==> config.mk <==
export PLATFORM = sky130hd
export DESIGN_NAME = makefile_dependency_tokenizer
export DESIGN_NICKNAME = d
export VERILOG_FILES = /design/src/design/mdt_pkg.sv /design/src/design/mdt_front.sv /design/src/design/mdt_queue.sv /design/src/design/mdt_back.sv /design/src/design/makefile_dependency_tokenizer.sv
export SDC_FILE = /design/constraint.sdc
export NUM_CORES = 1
export LEC_CHECK = 0
export BUFFER_PORTS_ARGS = -buffer_cell sky130_fd_sc_hd__buf_2
export CAP_MARGIN = 10
export CELL_PAD_IN_SITES_DETAIL_PLACEMENT = 0
export CELL_PAD_IN_SITES_GLOBAL_PLACEMENT = 1
export CORE_UTILIZATION = 58
export CTS_BUF_LIST = sky130_fd_sc_hd__clkbuf_8
export DETAILED_ROUTE_END_ITERATION = 8
export PLACE_DENSITY = 0.83
export SYNTH_ARGS = -nofsm -noshare
export SYNTH_HDL_FRONTEND = slang
export SYNTH_HIERARCHICAL = 1
export SYNTH_SLANG_ARGS = --single-unit
==> constraint.sdc <==
create_clock -name clk -period 13.65 [get_ports clk]
set_clock_uncertainty 0.2 [all_clocks]
set_input_delay 2.73 -clock clk [delete_from_list [all_inputs] [get_ports clk]]
set_output_delay 2.73 -clock clk [all_outputs]
set_load 0.02 [all_outputs]
==> src/design/mdt_pkg.sv <==
`timescale 1ns / 1ps
package mdt_pkg;

	localparam int MAX_EV   = 5;
	localparam int EV_IDX_W = $clog2(MAX_EV + 1);
	localparam int Q_DEPTH  = 4;
	localparam int Q_PTR_W  = $clog2(Q_DEPTH);
	localparam int Q_CNT_W  = $clog2(Q_DEPTH + 1);

	localparam logic [1:0] MODE_LINE    = 2'd0;
	localparam logic [1:0] MODE_COMMENT = 2'd1;
	localparam logic [1:0] MODE_OUTPUT  = 2'd2;
	localparam logic [1:0] MODE_INPUTS  = 2'd3;

	localparam logic [2:0] EV_OUT_CHAR  = 3'd0;
	localparam logic [2:0] EV_OUT_END   = 3'd1;
	localparam logic [2:0] EV_IN_CHAR   = 3'd2;
	localparam logic [2:0] EV_IN_END    = 3'd3;
	localparam logic [2:0] EV_RULE_END  = 3'd4;
	localparam logic [2:0] EV_ERROR     = 3'd5;
	localparam logic [2:0] EV_DONE      = 3'd6;
	localparam logic [2:0] EV_DISCARD   = 3'd7;

	localparam logic [7:0] CH_HASH    = 8'h23;
	localparam logic [7:0] CH_PERCENT = 8'h25;
	localparam logic [7:0] CH_COLON   = 8'h3A;
	localparam logic [7:0] CH_BSL     = 8'h5C;
	localparam logic [7:0] CH_NL      = 8'h0A;

	typedef struct packed {
		logic [1:0] mode;
		logic       pwb;   // previous byte was a backslash
		logic       bp;    // backslash held back
		logic       tok;   // name open
		logic       rho;   // rule has an output
		logic       err;
	} pstate_t;

	typedef struct packed {
		logic [2:0] kind;
		logic [7:0] ch;
	} event_t;

	typedef struct packed {
		event_t [MAX_EV-1:0]  ev;
		logic [EV_IDX_W-1:0] cnt;
	} bundle_t;

	typedef struct packed {
		pstate_t st;
		bundle_t b;
	} work_t;

	function automatic work_t ev_add(work_t w, logic [2:0] kind, logic [7:0] ch);
		work_t r;
		r = w;
		if (r.b.cnt < EV_IDX_W'(MAX_EV)) begin
			r.b.ev[r.b.cnt].kind = kind;
			r.b.ev[r.b.cnt].ch   = (kind == EV_OUT_CHAR || kind == EV_IN_CHAR) ? ch : 8'h00;
			r.b.cnt = r.b.cnt + 1'b1;
		end
		return r;
	endfunction

	function automatic logic [2:0] char_kind(logic [1:0] mode);
		return (mode == MODE_OUTPUT) ? EV_OUT_CHAR : EV_IN_CHAR;
	endfunction

	function automatic work_t raise_err(work_t w);
		work_t r;
		r = ev_add(w, EV_ERROR, 8'h00);
		r.st.err = 1'b1;
		return r;
	endfunction

	function automatic work_t flush_bs(work_t w);
		work_t r;
		r = w;
		if (r.st.bp) begin
			r = ev_add(r, char_kind(r.st.mode), CH_BSL);
			r.st.bp  = 1'b0;
			r.st.tok = 1'b1;
		end
		return r;
	endfunction

	function automatic work_t end_in(work_t w);
		work_t r;
		r = w;
		if (r.st.tok) begin
			r = ev_add(r, EV_IN_END, 8'h00);
			r.st.tok = 1'b0;
		end
		return r;
	endfunction

	function automatic work_t append_ch(work_t w, logic [7:0] c);
		work_t r;
		r = flush_bs(w);
		if (c == CH_BSL) begin
			r.st.bp = 1'b1;
		end else begin
			r = ev_add(r, char_kind(r.st.mode), c);
			r.st.tok = 1'b1;
		end
		return r;
	endfunction

	function automatic work_t close_rule(work_t w);
		work_t r;
		r = w;
		if (r.st.rho) begin
			r = ev_add(r, EV_RULE_END, 8'h00);
			r.st.rho = 1'b0;
		end
		return r;
	endfunction

	// One byte: next state plus the events it causes, in order.
	function automatic work_t step(pstate_t s, logic [7:0] c, logic eos);
		work_t w;
		logic  esc;
		logic  sp;
		logic  named;
		w       = '0;
		w.st    = s;
		esc     = s.pwb;
		sp      = c inside {8'h20, 8'h09, 8'h0A, 8'h0B, 8'h0C, 8'h0D};
		named   = (s.mode == MODE_OUTPUT) || (s.mode == MODE_INPUTS);
		if (!s.err) begin
			w.st.pwb = (c == CH_BSL);
			if (!esc && c == CH_HASH) begin
				if (s.mode == MODE_OUTPUT) begin
					w = ev_add(w, EV_DISCARD, 8'h00);
					w.st.tok = 1'b0;
					w.st.bp  = 1'b0;
				end else if (s.mode == MODE_INPUTS) begin
					w = end_in(w);
				end
				w.st.mode = MODE_COMMENT;
			end else if (!esc && c == CH_NL) begin
				if (s.mode == MODE_OUTPUT) begin
					w = raise_err(w);
				end else if (s.mode != MODE_LINE) begin
					w = end_in(w);
					w = close_rule(w);
					w.st.mode = MODE_LINE;
				end
			end else if (sp && (!esc || c == CH_NL)) begin
				if (s.mode == MODE_INPUTS) begin
					// escaped newline drops the held backslash
					if (esc)
						w.st.bp = 1'b0;
					w = end_in(w);
				end else if (s.mode == MODE_OUTPUT && esc) begin
					w = flush_bs(w);
				end
			end else if (!esc && c == CH_COLON) begin
				if (s.mode == MODE_OUTPUT) begin
					w = flush_bs(w);
					w = ev_add(w, EV_OUT_END, 8'h00);
					w.st.tok  = 1'b0;
					w.st.rho  = 1'b1;
					w.st.mode = MODE_INPUTS;
				end else if (s.mode != MODE_COMMENT) begin
					w = raise_err(w);
				end
			end else if (c == CH_HASH || c == CH_PERCENT || (esc && sp)) begin
				if (s.mode == MODE_LINE) begin
					w = raise_err(w);
				end else if (named) begin
					if (esc) begin
						w.st.bp  = 1'b0;
						w        = ev_add(w, char_kind(s.mode), c);
						w.st.tok = 1'b1;
					end else begin
						w = raise_err(w);
					end
				end
			end else begin
				if (s.mode == MODE_LINE) begin
					w.st.mode = MODE_OUTPUT;
					w = append_ch(w, c);
				end else if (named) begin
					w = append_ch(w, c);
				end
			end
		end
		if (eos) begin
			if (!w.st.err) begin
				if (w.st.mode == MODE_OUTPUT) begin
					w = raise_err(w);
				end else if (w.st.mode != MODE_LINE) begin
					w = flush_bs(w);
					w = end_in(w);
					w = close_rule(w);
				end
			end
			w = ev_add(w, EV_DONE, 8'h00);
			w.st = '0;
		end
		return w;
	endfunction

endpackage

==> src/design/mdt_front.sv <==
`timescale 1ns / 1ps
module mdt_front (
	input  logic             clk,
	input  logic             arst_n,
	input  logic             s_tvalid,
	output logic             s_tready,
	input  logic [7:0]       s_tdata,   // data_byte
	input  logic             s_tlast,   // end_of_stream
	input  logic             q_full,
	output logic             q_push,
	output mdt_pkg::bundle_t q_data
);
	import mdt_pkg::*;

	pstate_t st_q;
	work_t   nxt;
	logic    acc;

	assign s_tready = !q_full;
	assign acc      = s_tvalid && s_tready;
	assign nxt      = step(st_q, s_tdata, s_tlast);
	assign q_data   = nxt.b;
	// bytes that cause no event take no queue slot
	assign q_push   = acc && (nxt.b.cnt != '0);

	always_ff @(posedge clk or negedge arst_n) begin
		if (!arst_n) begin
			st_q <= '0;
		end else if (acc) begin
			st_q <= nxt.st;
		end
	end

endmodule

==> src/design/mdt_queue.sv <==
`timescale 1ns / 1ps
module mdt_queue (
	input  logic             clk,
	input  logic             arst_n,
	input  logic             push,
	input  mdt_pkg::bundle_t wdata,
	output logic             full,
	input  logic             pop,
	output logic             valid,
	output mdt_pkg::bundle_t rdata
);
	import mdt_pkg::*;

	bundle_t             mem_q [Q_DEPTH];
	logic [Q_PTR_W-1:0]  wr_q;
	logic [Q_PTR_W-1:0]  rd_q;
	logic [Q_CNT_W-1:0]  cnt_q;

	assign full  = (cnt_q == Q_CNT_W'(Q_DEPTH));
	assign valid = (cnt_q != '0);
	assign rdata = mem_q[rd_q];

	always_ff @(posedge clk) begin
		if (push)
			mem_q[wr_q] <= wdata;
	end

	always_ff @(posedge clk or negedge arst_n) begin
		if (!arst_n) begin
			wr_q  <= '0;
			rd_q  <= '0;
			cnt_q <= '0;
		end else begin
			if (push)
				wr_q <= wr_q + 1'b1;
			if (pop)
				rd_q <= rd_q + 1'b1;
			case ({push, pop})
				2'b10:   cnt_q <= cnt_q + 1'b1;
				2'b01:   cnt_q <= cnt_q - 1'b1;
				default: cnt_q <= cnt_q;
			endcase
		end
	end

	a_no_overflow: assert property (@(posedge clk) disable iff (!arst_n)
		push |-> !full) else $error("queue push while full");
	a_no_underflow: assert property (@(posedge clk) disable iff (!arst_n)
		pop |-> valid) else $error("queue pop while empty");
	a_cnt_range: assert property (@(posedge clk) disable iff (!arst_n)
		cnt_q <= Q_CNT_W'(Q_DEPTH)) else $error("queue count out of range");
	a_head_nonempty: assert property (@(posedge clk) disable iff (!arst_n)
		valid |-> (rdata.cnt != '0)) else $error("empty request in queue");

endmodule

==> src/design/mdt_back.sv <==
`timescale 1ns / 1ps
module mdt_back (
	input  logic             clk,
	input  logic             arst_n,
	input  logic             q_valid,
	input  mdt_pkg::bundle_t q_data,
	output logic             q_pop,
	output logic             m_tvalid,
	input  logic             m_tready,
	output logic [7:0]       m_tdata,   // char_value
	output logic [2:0]       m_tuser,   // event_kind
	output logic             m_tlast    // last_of_run
);
	import mdt_pkg::*;

	logic [EV_IDX_W-1:0] idx_q;
	logic                vld_q;
	logic [2:0]          kind_q;
	logic [7:0]          ch_q;
	logic                last_q;
	logic                load;
	logic                is_last;

	assign load    = q_valid && (!vld_q || m_tready);
	assign is_last = (idx_q == q_data.cnt - 1'b1);
	assign q_pop   = load && is_last;

	assign m_tvalid = vld_q;
	assign m_tdata  = ch_q;
	assign m_tuser  = kind_q;
	assign m_tlast  = last_q;

	always_ff @(posedge clk or negedge arst_n) begin
		if (!arst_n) begin
			vld_q <= 1'b0;
			idx_q <= '0;
		end else if (load) begin
			vld_q <= 1'b1;
			idx_q <= is_last ? '0 : idx_q + 1'b1;
		end else if (m_tready) begin
			vld_q <= 1'b0;
		end
	end

	always_ff @(posedge clk) begin
		if (load) begin
			kind_q <= q_data.ev[idx_q].kind;
			ch_q   <= q_data.ev[idx_q].ch;
			last_q <= is_last;
		end
	end

	a_idx_in_range: assert property (@(posedge clk) disable iff (!arst_n)
		q_valid |-> (idx_q < q_data.cnt)) else $error("event index past request");
	a_idx_rewind: assert property (@(posedge clk) disable iff (!arst_n)
		q_pop |=> (idx_q == '0)) else $error("index not rewound after pop");

endmodule

==> src/design/makefile_dependency_tokenizer.sv <==
`timescale 1ns / 1ps
// Dependency-file tokenizer. Bytes enter on the s_ stream at up to one per
// cycle (s_tlast marks the final byte of a file, which closes the stream and
// returns the parser to its reset state). Each byte causes zero to five
// events on the m_ stream, one event per cycle while m_tready is high, the
// last event of each byte flagged by m_tlast. The classifier updates the
// parse state per byte and hands each byte's non-empty event group to a
// four-entry queue; the serializer drains one event per cycle from the queue
// head while m_tready is high. A byte's events leave the output one by one,
// and the input keeps flowing until the queue fills. From byte to first
// event, a group passes through the queue and then the output register.
module makefile_dependency_tokenizer (
	input  logic       clk,
	input  logic       arst_n,
	input  logic       s_tvalid,
	output logic       s_tready,
	input  logic [7:0] s_tdata,    // [7:0] data_byte
	input  logic       s_tlast,
	output logic       m_tvalid,
	input  logic       m_tready,
	output logic [7:0] m_tdata,    // [7:0] char_value
	output logic [2:0] m_tuser,    // [2:0] event_kind
	output logic       m_tlast
);
	import mdt_pkg::*;

	logic    q_full;
	logic    q_push;
	logic    q_pop;
	logic    q_valid;
	bundle_t q_wdata;
	bundle_t q_rdata;

	mdt_front u_front (
		.clk      (clk),
		.arst_n   (arst_n),
		.s_tvalid (s_tvalid),
		.s_tready (s_tready),
		.s_tdata  (s_tdata),
		.s_tlast  (s_tlast),
		.q_full   (q_full),
		.q_push   (q_push),
		.q_data   (q_wdata)
	);

	mdt_queue u_queue (
		.clk    (clk),
		.arst_n (arst_n),
		.push   (q_push),
		.wdata  (q_wdata),
		.full   (q_full),
		.pop    (q_pop),
		.valid  (q_valid),
		.rdata  (q_rdata)
	);

	mdt_back u_back (
		.clk      (clk),
		.arst_n   (arst_n),
		.q_valid  (q_valid),
		.q_data   (q_rdata),
		.q_pop    (q_pop),
		.m_tvalid (m_tvalid),
		.m_tready (m_tready),
		.m_tdata  (m_tdata),
		.m_tuser  (m_tuser),
		.m_tlast  (m_tlast)
	);

endmodule

==> out/metrics.yaml <==
power_mw: 2.70
r2r_end: "u_queue/mem_q[0][1]$_DFFE_PP_"
pwr-share-seq_pct: 43.9
globalRouteOverflowTotal: 0
core_mm2: 0.0227
power_switching_share_pct: 32.8
ys.flop_type: "edfxtp_1"
synth_seq_area_share_pct: 57.7
hp-start: "u_queue/cnt_q[2]$_DFFE_PN0P_"
drive_above_1_share_pct: 20.3
r2r_cells: 23
nets: 993
layout_commonest_cell: "edfxtp_1"
peakVddDrop_mv: 0.126
holdWs_ns: 0.287
gp_congestion: 0.953
cts_resized: 0
required_ns: 13.63
post-cts-setup-buffer-count: 0
cp-start-kind: "input pin"
critPathLaunch: "s_tdata[5]"
routed_wl_um: 29000
cts_made_buffers: 41
antennaDiodeCount: 0
outcome: "complete, no violations"
drtIter0Drc: 814
netlist_instances: 967
area_growth_pct: 4.69
cts_root_buffer: "clkbuf_8"
worst_pin_slew_ns: 1.07
port_buffers: 26
clk_path_buf_depth: 3
dp_hpwl_um: 19200
start_util_pct: 59.3
regArea_mm2: 0.00778
setup_viol: 0
via_per_inst: 6.36
die_w_um: 154
grt_pass1_wl_um: 45200
combPwrFrac_pct: 33.3
path_clk_slew_ns: 0.06
synth_area_mm2: 0.0135
max_slew_margin_pct: 27.8
wire_per_inst_um: 22.8
cts_tree: "done"
synth-seq-cells: 262
power.net_switching_uw: 885
fin_crit_sh_pct: 75.4
p_per_area_mw_per_mm2: 192
hold_viol: 0
critical_path.max_fanout: 30
dr.pass1.iters: 5
yosysUniqueCellTypes: 92
antenna_found_initial: 0
leakagePower_nw: 5.00
ioPinCount: 27
drc: 0
synth_edf_count: 244
fmax_ghz: 0.0972
critPathCaptureType: "flip-flop"
grt_max_degree: 60
finalNonFillerCells: 1273
hold_class: "flip-flop to flip-flop"
setup.worst_path.end: "u_queue/mem_q[0][1]$_DFFE_PP_"
layout_common_cells: "edfxtp_1 (244), nand2_1 (83), mux4_2 (69)"
critPathArrivalTime_ns: 10.27
grt_use_total_pct: 25.2
cts.sinks: 262
worstReg2RegStart: "u_front/st_q[5]$_DFFE_PN0P_"
path_class: "input pin to flip-flop"
syn_avg_cell_area_um2: 13.9
yosys_warnings: 6
rsz0062_at_grt: "false"
power_frac_clock_pct: 22.8
finalCriticalPeriod_ns: 10.29
tns_ns: 0
clkLatencyLatePin_ns: 0.54
async_reset_ff_share_pct: 6.87
htreeDepth: 2
multiInputGateArea_mm2: 0.00480
slew_viol_final: 0
postRouteAntennaNets: 0
die_h_um: 154
n_fill_cell: 1671
die-area_mm2: 0.0238
hold_buffers: 0
fin_util_pct: 62.1
dp.cells: 1197
p_int_mw: 1.82
maxCapViolCount: 0
vias: 8097
grt_pass1_vias: 7912
reg2reg_slack_ns: 5.24
fp-row-count: 55
==> layer usage <==
metal / routed length [µm] / vias to the layer above / GRT usage (%)
met3: 1810 / 52 / 4.23
met2: 14100 / 350 / 40.6
met4: 786 / 0 / 8.58
met1: 12300 / 4020 / 35.1
li1: - / 3675 / -
met5: 0 / - / 0
==> cell usage after synthesis (4+ instances only) <==
cell / count / area (µm²)
o211ai_1: 8 / 60.1
buf_6: 7 / 78.8
xnor2_1: 4 / 35.0
a22o_1: 9 / 78.8
clkbuf_1: 20 / 75.1
nor4_1: 5 / 31.3
a21o_1: 6 / 45.0
nor2_1: 47 / 176
or3_1: 5 / 31.3
a41oi_1: 4 / 35.0
buf_4: 60 / 450
or4_1: 4 / 30.0
o21ai_0: 38 / 190
o2111ai_1: 5 / 43.8
a21oi_1: 33 / 165
and3_1: 14 / 87.6
a22oi_1: 8 / 60.1
nand2b_1: 9 / 56.3
a31oi_1: 11 / 68.8
o21a_1: 9 / 67.6
ha_1: 23 / 288
or2_2: 4 / 25.0
o22ai_1: 5 / 31.3
buf_2: 15 / 75.1
and2_1: 17 / 106
nand3_1: 22 / 110
a211oi_1: 5 / 37.5
xor2_1: 6 / 52.6
dfrtp_1: 18 / 450
edfxtp_1: 244 / 7330
nand2_1: 83 / 312
mux4_2: 69 / 1550
buf_12: 6 / 120
o311ai_0: 5 / 43.8
nand4_1: 4 / 25.0
nor2b_1: 5 / 31.3
inv_1: 39 / 146
nor3_1: 15 / 75.1
==> critical path, stage by stage <==
cell and delay, ns:
buf_2 0.16, nor4_4 0.51, nand4_4 0.20, a22oi_2 0.59
a41oi_1 0.20, o21a_1 0.20, nand2_1 0.40, clkinv_1 0.39
ha_1 0.47, nand2_1 0.15, a21oi_1 0.08, o21ai_0 0.34
nand3b_1 0.15, nand2_1 0.26, ha_1 0.30, or4_1 0.51
o221a_2 0.16, ha_1 0.28, nand2_1 0.05, o221a_2 0.26
a31oi_1 0.51, and2_2 0.80, buf_4 0.52
==> logic make-up (layout without fill, tap and decap cells) <==
| family | count (synthesis) | after routing | share of synthesized area (%) |
|---|---|---|---|
| other cells | 1 | 16 | 0.0278 |
| simple gates | 260 | 260 | 10.2 |
| xor+xnor | 11 | 11 | 0.817 |
| mux | 72 | 72 | 11.8 |
| compound gates | 187 | 187 | 10.0 |
| buf+inv | 150 | 156 | 7.10 |
| fa+ha+maj | 24 | 24 | 2.28 |
| flops | 262 | 262 | 57.7 |
==> through the flow <==
step                cell area (µm²)  setup slack [ns]
finish                        14100              3.36
global route                  14100              2.82
CTS                           14100              3.48
detailed placement            13300              2.89
global placement              13300              2.98
floorplan                     13500              4.00
==> worst min path at each step <==
stage	to	slack, ns	cells past startpoint
4_1_cts	u_queue/cnt_q[2]$_DFFE_PN0P_	0.29	1
6_report	u_queue/cnt_q[2]$_DFFE_PN0P_	0.29	1
3_3_place_gp	u_queue/cnt_q[2]$_DFFE_PN0P_	0.27	1
2_1_floorplan	u_queue/cnt_q[2]$_DFFE_PN0P_	0.25	1
3_5_place_dp	u_queue/cnt_q[2]$_DFFE_PN0P_	0.28	1
5_1_grt	u_queue/cnt_q[2]$_DFFE_PN0P_	0.30	1
==> final cells by class <==
class / instances / area share, %
inverter: 41 / 1.09
clock inverter: 34 / 1.51
tap: 285 / 2.53
sequential: 262 / 55.2
clock buffer: 41 / 4.00
timing repair buffer: 40 / 1.67
multi-input combinational: 570 / 34.0
==> power groups by stage <==
| stage | sequential, mW | combinational (mW) | clock [mW] |
|---|---|---|---|
| 2_1_floorplan | 1.19 | 0.756 | 0 |
| 3_3_place_gp | 1.20 | 0.896 | 0 |
| 3_5_place_dp | 1.21 | 0.907 | 0 |
| 4_1_cts | 1.19 | 0.909 | 0.630 |
| 5_1_grt | 1.21 | 0.982 | 0.661 |
| 6_report | 1.19 | 0.900 | 0.616 |
==> sequential cells by signal, indices dropped and copies added, names as in the netlist <==
| register | count |
|---|---|
| u_back/idx_q | 3 |
| u_back/m_tdata | 8 |
| u_back/m_tlast | 1 |
| u_back/m_tuser | 3 |
| u_back/m_tvalid | 1 |
| u_front/st_q | 7 |
| u_queue/cnt_q | 3 |
| u_queue/mem_q | 232 |
| u_queue/rd_q | 2 |
| u_queue/wr_q | 2 |
Power figures use the tool's default switching activity.
